### src/rtl/core/ilcs_pkg.sv
package ilcs_pkg;

    localparam int unsigned CodeWidth  = 12;
    localparam int unsigned ValueWidth = 48;
    localparam int unsigned ValueBytes = ValueWidth / 8;

    // header bit 12 marks a counted item
    localparam int unsigned CountedBit = 12;

    localparam logic [2:0] CaptureCounted = 3'd6;
    localparam logic [2:0] CapturePlain   = 3'd4;
    localparam logic [15:0] PlainSkip     = 16'd4;

    typedef enum logic [6:0] {
        PH_HDR_LO  = 7'b0000001,
        PH_HDR_HI  = 7'b0000010,
        PH_LEN_LO  = 7'b0000100,
        PH_LEN_HI  = 7'b0001000,
        PH_SKIP    = 7'b0010000,
        PH_CAPTURE = 7'b0100000,
        PH_DONE    = 7'b1000000
    } phase_t;

    typedef struct packed {
        logic                  found;
        logic                  counted;
        logic [ValueWidth-1:0] value;
    } result_t;

endpackage

### src/rtl/core/ilcs_parser.sv
module ilcs_parser
    import ilcs_pkg::*;
(
    input  logic                 aclk,
    input  logic                 aresetn,
    input  logic [CodeWidth-1:0] search_code,
    input  logic                 beat_accept,
    input  logic [7:0]           beat_byte,
    input  logic                 beat_last,
    output result_t              result
);

    phase_t                phase_reg, phase_next;
    logic [7:0]            hdr_lo_reg, hdr_lo_next;
    logic [15:0]           skip_reg, skip_next;
    logic [2:0]            idx_reg, idx_next;
    logic [ValueWidth-1:0] cap_reg, cap_next;
    logic                  found_reg, found_next;
    logic                  counted_reg, counted_next;

    logic [15:0] header;
    logic [15:0] length;
    logic [15:0] skip_dec;
    logic [2:0]  limit;
    logic        hdr_match;

    assign header    = {beat_byte, hdr_lo_reg};
    assign length    = {beat_byte, skip_reg[7:0]};
    assign skip_dec  = (skip_reg != 16'd0) ? skip_reg - 16'd1 : 16'd0;
    assign limit     = counted_reg ? CaptureCounted : CapturePlain;
    assign hdr_match = (header[CodeWidth-1:0] == search_code);

    always_comb begin
        phase_next   = phase_reg;
        hdr_lo_next  = hdr_lo_reg;
        skip_next    = skip_reg;
        idx_next     = idx_reg;
        cap_next     = cap_reg;
        found_next   = found_reg;
        counted_next = counted_reg;
        unique case (phase_reg)
            PH_HDR_LO: begin
                hdr_lo_next = beat_byte;
                phase_next  = PH_HDR_HI;
                // buffer ends mid-header: high byte reads as zero
                if (beat_last && ({4'd0, beat_byte} == search_code)) begin
                    found_next = 1'b1;
                end
            end
            PH_HDR_HI: begin
                if (hdr_match) begin
                    found_next   = 1'b1;
                    counted_next = header[CountedBit];
                end
                if (header[CountedBit]) begin
                    phase_next = PH_LEN_LO;
                end else if (hdr_match) begin
                    idx_next   = 3'd0;
                    phase_next = PH_CAPTURE;
                end else begin
                    skip_next  = PlainSkip;
                    phase_next = PH_SKIP;
                end
            end
            PH_LEN_LO: begin
                skip_next  = {8'd0, beat_byte};
                phase_next = PH_LEN_HI;
            end
            PH_LEN_HI: begin
                skip_next = length;
                if (found_reg) begin
                    idx_next   = 3'd0;
                    phase_next = PH_CAPTURE;
                end else if (length == 16'd0) begin
                    phase_next = PH_HDR_LO;
                end else begin
                    phase_next = PH_SKIP;
                end
            end
            PH_SKIP: begin
                skip_next = skip_dec;
                if (skip_dec == 16'd0) begin
                    phase_next = PH_HDR_LO;
                end
            end
            PH_CAPTURE: begin
                if (idx_reg < limit) begin
                    for (int k = 0; k < ValueBytes; k++) begin
                        if (idx_reg == 3'(k)) begin
                            cap_next[8*k +: 8] = beat_byte;
                        end
                    end
                    idx_next = idx_reg + 3'd1;
                end
                if (idx_next >= limit) begin
                    phase_next = PH_DONE;
                end
            end
            PH_DONE: begin
                phase_next = PH_DONE;
            end
            default: begin
                phase_next = PH_HDR_LO;
            end
        endcase
    end

    // result as it stands after this beat
    assign result.found   = found_next;
    assign result.counted = counted_next;
    assign result.value   = cap_next;

    always_ff @(posedge aclk) begin
        if (!aresetn || (beat_accept && beat_last)) begin
            phase_reg   <= PH_HDR_LO;
            hdr_lo_reg  <= '0;
            skip_reg    <= '0;
            idx_reg     <= '0;
            cap_reg     <= '0;
            found_reg   <= 1'b0;
            counted_reg <= 1'b0;
        end else if (beat_accept) begin
            phase_reg   <= phase_next;
            hdr_lo_reg  <= hdr_lo_next;
            skip_reg    <= skip_next;
            idx_reg     <= idx_next;
            cap_reg     <= cap_next;
            found_reg   <= found_next;
            counted_reg <= counted_next;
        end
    end

endmodule

### src/rtl/core/item_list_code_search_top.sv
// Output: the result beat appears in the cycle after the beat marked tlast is taken.
// Throughput: one byte beat per cycle unless a held result waits on m_tready; parser
//   state updates once per byte; the output register frees as soon as m_tready is seen.
// Reset: aresetn is synchronous, active low; it clears the parser, the output
//   valid flag and search_code (to code 0); the held output data is not reset.
module item_list_code_search_top
    import ilcs_pkg::*;
(
    input  logic                  aclk,
    input  logic                  aresetn,
    // search code write channel
    input  logic                  cfg_valid,
    output logic                  cfg_ready,
    input  logic [CodeWidth-1:0]  cfg_data,     // search_code
    // byte stream in
    input  logic                  s_tvalid,
    output logic                  s_tready,
    input  logic [7:0]            s_tdata,      // [7:0] data_byte
    input  logic                  s_tlast,      // last_byte
    // result out
    output logic                  m_tvalid,
    input  logic                  m_tready,
    output logic [ValueWidth-1:0] m_tdata,      // [47:0] item_value
    output logic [1:0]            m_tuser       // [0] found, [1] counted_item
);

    logic [CodeWidth-1:0] code_reg;
    logic                 m_valid_reg;
    result_t              out_reg;
    result_t              parse_result;
    logic                 s_beat;
    logic                 m_beat;

    assign cfg_ready = 1'b1;

    // a waiting result only blocks input if nobody is taking it this cycle
    assign s_tready = !m_valid_reg || m_tready;
    assign s_beat   = s_tvalid && s_tready;
    assign m_beat   = m_valid_reg && m_tready;

    always_ff @(posedge aclk) begin
        if (!aresetn) begin
            code_reg <= '0;
        end else if (cfg_valid) begin
            code_reg <= cfg_data;
        end
    end

    ilcs_parser u_parser (
        .aclk        (aclk),
        .aresetn     (aresetn),
        .search_code (code_reg),
        .beat_accept (s_beat),
        .beat_byte   (s_tdata),
        .beat_last   (s_tlast),
        .result      (parse_result)
    );

    // output register, loaded on the last byte of each buffer
    always_ff @(posedge aclk) begin
        if (!aresetn) begin
            m_valid_reg <= 1'b0;
        end else if (s_beat && s_tlast) begin
            m_valid_reg <= 1'b1;
        end else if (m_beat) begin
            m_valid_reg <= 1'b0;
        end
    end

    always_ff @(posedge aclk) begin
        if (s_beat && s_tlast) begin
            out_reg <= parse_result;
        end
    end

    assign m_tvalid   = m_valid_reg;
    assign m_tdata    = out_reg.value;
    assign m_tuser[0] = out_reg.found;
    assign m_tuser[1] = out_reg.counted;

    a_counted_needs_found: assert property (@(posedge aclk) disable iff (!aresetn)
        m_tvalid |-> (!m_tuser[1] || m_tuser[0]))
        else $error("counted flag without a match");

    a_miss_is_zero: assert property (@(posedge aclk) disable iff (!aresetn)
        (m_tvalid && !m_tuser[0]) |-> (m_tdata == '0))
        else $error("nonzero value on a miss");

    a_plain_is_32bit: assert property (@(posedge aclk) disable iff (!aresetn)
        (m_tvalid && !m_tuser[1]) |-> (m_tdata[47:32] == 16'd0))
        else $error("plain item value wider than 32 bits");

    a_last_gives_result: assert property (@(posedge aclk) disable iff (!aresetn)
        (s_tvalid && s_tready && s_tlast) |=> m_tvalid)
        else $error("no result after last byte");

endmodule
### config.mk
export PLATFORM = sky130hd
export DESIGN_NAME = item_list_code_search_top
export DESIGN_NICKNAME = d
export VERILOG_FILES = /design/src/rtl/core/ilcs_pkg.sv /design/src/rtl/core/ilcs_parser.sv /design/src/rtl/core/item_list_code_search_top.sv
export SDC_FILE = /design/constraint.sdc
export NUM_CORES = 1
export LEC_CHECK = 0
export BUFFER_PORTS_ARGS = -buffer_cell sky130_fd_sc_hd__buf_2
export CAP_MARGIN = 20
export CELL_PAD_IN_SITES_DETAIL_PLACEMENT = 1
export CELL_PAD_IN_SITES_GLOBAL_PLACEMENT = 1
export CORE_ASPECT_RATIO = 1.75
export CORE_UTILIZATION = 50
export CTS_CLUSTER_SIZE = 25
export DETAILED_ROUTE_END_ITERATION = 16
export PLACE_DENSITY_LB_ADDON = 0.1
export SLEW_MARGIN = 40
export SYNTH_ARGS = -nofsm -noshare
export SYNTH_HDL_FRONTEND = slang
export SYNTH_SLANG_ARGS = --single-unit
### constraint.sdc
create_clock -name aclk -period 5.3 [get_ports aclk]
set_input_delay 1.06 -clock aclk [delete_from_list [all_inputs] [get_ports aclk]]
set_output_delay 1.06 -clock aclk [all_outputs]
set_load 0.05 [all_outputs]
==> summary.md, run 1 <==
| Metric | Value |
|---|---|
| DR vias | approximately 5400 |
| P_leak | 3.48 nW |
| DP Wirelength | around 13 mm |
| Peak VDD IR | 0.223 mV |
| Routed WL per cell | between 20 and 25 µm |
| Reg-to-reg slack, setup | about 2.3 ns |
| Top_reg_cell synth | dfxtp_1 |
| Longest Clk Path Bufs | 2 |
| Max FO, Critical Path | 35 |
| Internal power | between 1.5 and 2 mW |
| Post-route setup slack | 2.11 ns |
| Clock root buffer | clkbuf_16 |
| PortBufs | 77 |
| Avg Cell Area, Syn | 10.4 µm² |
| Sequential-to-total area share from yosys stat | 49.0% |
| PostCTS Resize Cnt | 0 |
| Clock Pin Slew Worst Setup and Hold Paths | ~0.070 ns |
| Clock tree from TritonCTS | yes |
| Status | completed |
| Peak Freq | approximately 310 MHz |
| Largest net degree at the start of global routing | roughly 50 |
| CTS H-tree depth | 4 |
| Slew HR | 43.7% |
| Final setup viols | 0 |
| Fin. Hold Viols | 0 |
| Setup crit end kind | flop |
| Clk sinks | between 100 and 150 |
| Flop pwr share | between 40% and 50% |
| Worst R2R Path Depth | 8 |
| Post-synth EDFFs | 50 |
| # fillers | roughly 1500 |
| Period minus WS final | around 3.2 ns |
| Starting density of the core | ~50% |
| Leading area contributor after synthesis | dfxtp_1 |
| CTS buffer count | 17 |
| First-pass GRT wire length | slightly above 30 mm |
| MaxCap Viol Count | 0 |
| Layout area overhead | 14.5% |
| Worst slack at placement | 1.71 ns |
| # DRC | 0 |
| RSZ-0062 raised after global routing | false |
| Switching Share | 28.1% |
| Combinational Power Share | under 10% |
| Crit path to | u_parser.skip_reg[14] |
| FFs w/ async S/R, synth | 0% |
| Switch Pwr | between 700 and 800 µW |
| Area contributors post-synth | dfxtp_1 (28%), edfxtp_1 (21%), mux2i_1 (9.5%) |
| Initial antenna violation count | 0 |
| CP startpoint | m_tready |
| Cell area after synthesis | around 7000 µm² |
| # IOs | 79 |
| Gp weighted congestion | just under 0.9 |
| Worst R2R Start | u_parser.skip_reg[0] |
| Critical path class | in -> reg |
| Final #Nets | between 700 and 800 |
| Clock network power share | a little under half |
| Critical Path Start Type | input pin |
| # diodes | 0 |
| Setup Buffers After CTS | 0 |
| Worst Clk Skew | ~0.0090 ns |
| GRT Util Overall | 27.4% |
| Required @ worst endpoint | about 5.7 ns |
| CP Data Arrival Time | around 3.6 ns |
| Synth warn | 0 |
| Hold_buf cts | 0 |
| Num rows | 57 |
| Cells after Synth | 676 |
| Layout cell share with drive strength beyond 1 | between 20% and 30% |
| Syn nets | around 710 |
| Die area | ~15000 µm² |
| Die Span Y | roughly 160 µm |
| Vias per cell | approximately 6 |
| Number of global-route vias before repair | 5958 |
| Actual slew at the worst max-slew pin | 0.838 ns |
| Slew Viols, Final | 0 |
| Final ANT Viol Nets | 0 |
| Total core area | 13800 µm² |
| Die X | slightly above 90 µm |
| Final setup TNS | 0 ns |
| Routed wire length | roughly 19 mm |
| Power density cells | 328 nW/µm² |
| Synthesis-stage register bit count | 147 |
| Reg2reg end | u_parser.phase_reg[0] |
| Synth cell types | 64 |
| DRT iter0 DRCs | roughly 240 |
| Share of the synthesized area in the top cell type | ~28% |
| Drt first pass iters | 5 |
| Period Utilization, post-route | roughly three fifths |
| Hold Path Class | reg -> reg |
| Overflow after GRT | 0 |
| Later-pin clock latency in the skew report | roughly 0.42 ns |
## routing by layer
metal / GRT usage, % / vias to the layer above / part of all wire [%]
met4: 12.3 / 0 / 3.7
met5: 0 / - / 0
li1: - / 2532 / -
met1: 30.3 / 2701 / 39
met2: 50.0 / 136 / 54
met3: 4.93 / 51 / 3.2
## cells by family after synthesis
group | after synthesis | share of synthesized area (%)
other | 1 | 0.0533
DFF | 147 | 49.0
muxes | 110 | 16.4
buffers and inverters | 63 | 3.92
adders and majority gates | 7 | 1.25
and+or+nand+nor | 221 | 16.4
AOI/OAI and AO/OA | 98 | 9.41
xor gates and xnor gates | 29 | 3.61
## placed cells by master (no fill, tap or decap), types with 12 or more instances in the layout
cell type / n
dfxtp_1: 97
nor2_1: 74
mux2i_1: 67
nor2b_1: 16
mux2_2: 43
xnor2_1: 19
buf_2: 77
a21oi_1: 27
edfxtp_1: 50
nand4_1: 12
nand3_1: 17
clkbuf_16: 17
o21ai_0: 24
nand2_1: 42
## worst max-delay path, cell delays in order
cell and delay, ns:
buf_2 0.09, nand2b_1 0.19, and2_1 0.19, buf_4 0.21
nand2_1 0.21, nand2_2 0.47, nor3_1 0.87, a22o_1 0.24
## cell type report
type / count / area [µm²] / share of cell area, %
clock buffers: 18 / 439 / 5.46
well taps: 177 / 221 / 2.75
clock inverters: 14 / 158 / 1.96
repair buffers: 80 / 408 / 5.07
flip-flops and latches: 147 / 3440 / 42.8
inverters: 10 / 40.0 / 0.497
multi-input cells: 466 / 3340 / 41.5
## Yosys cell counts (all sizes together), types with 3 or more instances
cell and instances:
ha 7, o211ai 5, and2 5, inv 10
clkbuf 37, nor2b 16, a211oi 6, mux2i 67
nand3b 3, buf 16, dfxtp 97, edfxtp 50
nand4 13, a31oi 3, nor4b 3, mux2 43
nor4 14, or4 6, o21ai 25, nand3 17
a22o 7, o31ai 5, a21oi 27, xnor2 19
nand2b 5, nand2 43, xor2 10, or3 3
nor2 74, a21o 3, nor3 8
## power groups by stage
stage / sequential, mW / clock (mW) / combinational, mW
floorplan: 1.27 / 0 / 0.124
global placement: 1.23 / 0 / 0.221
detailed placement: 1.23 / 0 / 0.228
CTS: 1.21 / 1.22 / 0.230
global route: 1.21 / 1.27 / 0.246
finish: 1.21 / 1.20 / 0.231
## stage by stage
step                      std cells  util [%]  hold WS, ns  power (mW)  cell area, µm²
after floorplan                 676         -        0.450        1.39            7030
after global placement          880      53.7        0.465        1.45            7430
after detailed placement        880      53.8        0.468        1.46            7440
after CTS                       912      58.1        0.478        2.66            8040
after global routing            912      58.2        0.505        2.73            8050
final                           912      58.2        0.481        2.64            8050
## how the worst min path moves through the flow
stage / endpoint / cells past startpoint / from
floorplan: u_parser.hdr_lo_reg[0] / 2 / u_parser.hdr_lo_reg[0]
detailed placement: u_parser.hdr_lo_reg[0] / 2 / u_parser.hdr_lo_reg[0]
finish: u_parser.hdr_lo_reg[3] / 2 / u_parser.hdr_lo_reg[3]
CTS: u_parser.hdr_lo_reg[6] / 2 / u_parser.hdr_lo_reg[6]
global placement: u_parser.hdr_lo_reg[6] / 2 / u_parser.hdr_lo_reg[6]
global route: u_parser.hdr_lo_reg[5] / 2 / u_parser.hdr_lo_reg[5]
Power figures use the tool's default switching activity.
==> run 2: changes to the inputs <==
--- a/config.mk
+++ b/config.mk
@@ -10,7 +10,7 @@
 export CELL_PAD_IN_SITES_DETAIL_PLACEMENT = 1
 export CELL_PAD_IN_SITES_GLOBAL_PLACEMENT = 1
 export CORE_ASPECT_RATIO = 1.75
-export CORE_UTILIZATION = 50
+export CORE_UTILIZATION = 46
 export CTS_CLUSTER_SIZE = 25
 export DETAILED_ROUTE_END_ITERATION = 16
 export PLACE_DENSITY_LB_ADDON = 0.1
==> constraint.sdc (replaced) <==
create_clock -name aclk -period 3.3 [get_ports aclk]
set_input_delay 0.66 -clock aclk [delete_from_list [all_inputs] [get_ports aclk]]
set_output_delay 0.66 -clock aclk [all_outputs]
set_load 0.05 [all_outputs]
==> run 2 against run 1 <==
Hold slack lost 0.00077 ns. Clock skew grew 0.0054 ns. Die area grew 8.5%. First-iteration DRC count grew 17%. Final cell count grew 2.4%. Core utilization shrank 3.3 points.
==> summary.md, run 2 (synthesis gave the netlist of run 1 again) <==
| Metric | Value |
|---|---|
| Slew Viols, Final | 0 |
| # fillers | around 1600 |
| Gp weighted congestion | roughly 0.94 |
| Slew HR | ~55% |
| DP Wirelength | between 10 and 15 mm |
| Clock tree from TritonCTS | yes |
| CP peak stage delay | about 0.5 ns |
| Die area | ~16000 µm² |
| Layout area overhead | 16.4% |
| Register area | approximately 3400 µm² |
| Vias per cell | 5.90 |
| RSZ-0062 raised after global routing | false |
| Die X | roughly 95 µm |
| Critical Path Start Type | flop |
| Worst-path cell chain | nand2b_1, nand2_1, mux2i_1, ha_1, a21oi_1, a21oi_1, a221o_1, nor4_4, mux2i_1 |
| Status | completed |
| Power density cells | between 500 and 600 nW/µm² |
| P_leak | ~3.6 nW |
| Peak VDD IR | about 0.35 mV |
| Setup Buffers After CTS | 0 |
| Clock root buffer | clkbuf_16 |
| Worst hold start | u_parser.hdr_lo_reg[0] |
| Final setup TNS | 0 ns |
| Reg-to-reg slack, setup | between 0.5 and 0.6 ns |
| Layout cell share with drive strength beyond 1 | about a quarter |
| # DRC | 0 |
| Non-filler cells, final | a little over 900 |
| Number of global-route vias before repair | around 5700 |
| DR vias | 5514 |
| Worst R2R Start | u_parser.idx_reg[1] |
| Clock Pin Slew Worst Setup and Hold Paths | ~0.06 ns |
| First-pass GRT wire length | roughly 31 mm |
| # IOs | approximately 80 |
| Starting density of the core | a little under half |
| CP Data Arrival Time | 3.08 ns |
| Final ANT Viol Nets | 0 |
| Multi-input gate area | around 3300 µm² |
| Clock network power share | ~47% |
| Num rows | a little under 60 |
| Largest net degree at the start of global routing | 51 |
| PostCTS Resize Cnt | 0 |
| Die Span Y | between 150 and 200 µm |
| Later-pin clock latency in the skew report | 0.43 ns |
| Leading cell type in the layout, fill and taps excluded | dfxtp_1 |
| Drt first pass iters | 4 |
| Critical path class | reg -> reg |
| Fin. Hold Viols | 0 |
| Dpl cells | between 900 and 1000 |
| Most frequent cells in the layout | dfxtp_1 (97), buf_2 (77), nor2_1 (74) |
| Combinational Power Share | 8.8% |
| Internal power | about 3.2 mW |
| Period Utilization, post-route | around 83% |
| Flop pwr share | between 40% and 50% |
| Hold_buf cts | 0 |
| CP startpoint | u_parser.idx_reg[1] |
| CTS buffer count | 17 |
| Initial antenna violation count | 0 |
| Overflow after GRT | 0 |
| DRT iter0 DRCs | 280 |
| Required @ worst endpoint | around 3.7 ns |
| Switch Pwr | approximately 1.2 mW |
| PortBufs | 77 |
| MaxCap Viol Count | 0 |
| Routed WL per cell | around 22 µm |
| Routed wire length | just over 20 mm |
| Worst Clk Skew | between 0.01 and 0.015 ns |
| Peak Freq | around 370 MHz |
| Longest Clk Path Bufs | 2 |
| Max FO, Critical Path | 7 |
| Top Family by Delay on Critical Path | simple AND/OR/NAND/NOR gates |
| Final #Nets | slightly below 800 |
| Clk sinks | between 100 and 150 |
| Hold Path Class | reg -> reg |
| Final setup viols | 0 |
| GRT Util Overall | a little over a quarter |
| Total core area | about 15000 µm² |
| Setup crit end kind | flop |
| CTS H-tree depth | 4 |
| Period minus WS final | ~2.7 ns |
| # diodes | 0 |
| Slowest cell on crit path | nor4_4 |
| Design Power | between 4 and 5 mW |
| Buf/Inv on CP | 0 |
| Switching Share | ~27% |
| Actual slew at the worst max-slew pin | 0.671 ns |
==> run 2: changes by cell type in the layout (fill, tap and decap cells not counted), moves of 2 or more <==
cell       previous run  this run
buf_4                 3        18
inv_6                 5         2
bufinv_16             0         2
clkinv_4              1         3
==> run 2: power groups by stage <==
stage / Clock (mW) / Sequential, mW / Combinational [mW]
floorplan: 0 / 2.04 / 0.199
global placement: 0 / 1.98 / 0.375
detailed placement: 0 / 1.98 / 0.384
CTS: 2.07 / 1.94 / 0.387
global route: 2.15 / 1.94 / 0.411
finish: 2.04 / 1.94 / 0.385
==> run 2: final timing paths <==
kind,end,cells past startpoint
min,u_parser.hdr_lo_reg[0],2
max,u_parser.phase_reg[5],9
max reg2reg,u_parser.phase_reg[5],9
min reg2reg,u_parser.hdr_lo_reg[0],2
==> run 2: stage by stage <==
step / setup WS, ns / cell area [µm²] / hold WS, ns / util (%)
after floorplan: 0.425 / 7030 / 0.450 / -
after global placement: 0.606 / 7560 / 0.461 / 50.7
after detailed placement: 0.543 / 7560 / 0.468 / 50.7
after CTS: 0.575 / 8190 / 0.480 / 54.9
after global routing: 0.381 / 8190 / 0.499 / 54.9
final: 0.563 / 8190 / 0.480 / 54.9
==> run 2: cell type report <==
type                       instances  area share, %
sequential                       147           42.1
multi-input combinational        466           40.5
inverter                          10          0.459
tap                              183           2.80
clock inverter                    14           2.35
clock buffer                      18           5.24
timing repair buffer              96           6.60
==> run 2: layer usage <==
layer / vias to the layer above / GRT usage, % / routed length, µm
li1: 2561 / - / -
met1: 2759 / 30.8 / 8070
met2: 145 / 47.1 / 11000
met3: 49 / 5.17 / 782
met4: 0 / 13.8 / 799
met5: - / 0 / 0
==> run 2: worst min-delay path: cells and delay by family, from the launching register on <==
family	cells	cell delay, ns
AO/OA/AOI/OAI	1	0.05
AND/OR/NAND/NOR	1	0.06
flip-flops	1	0.32
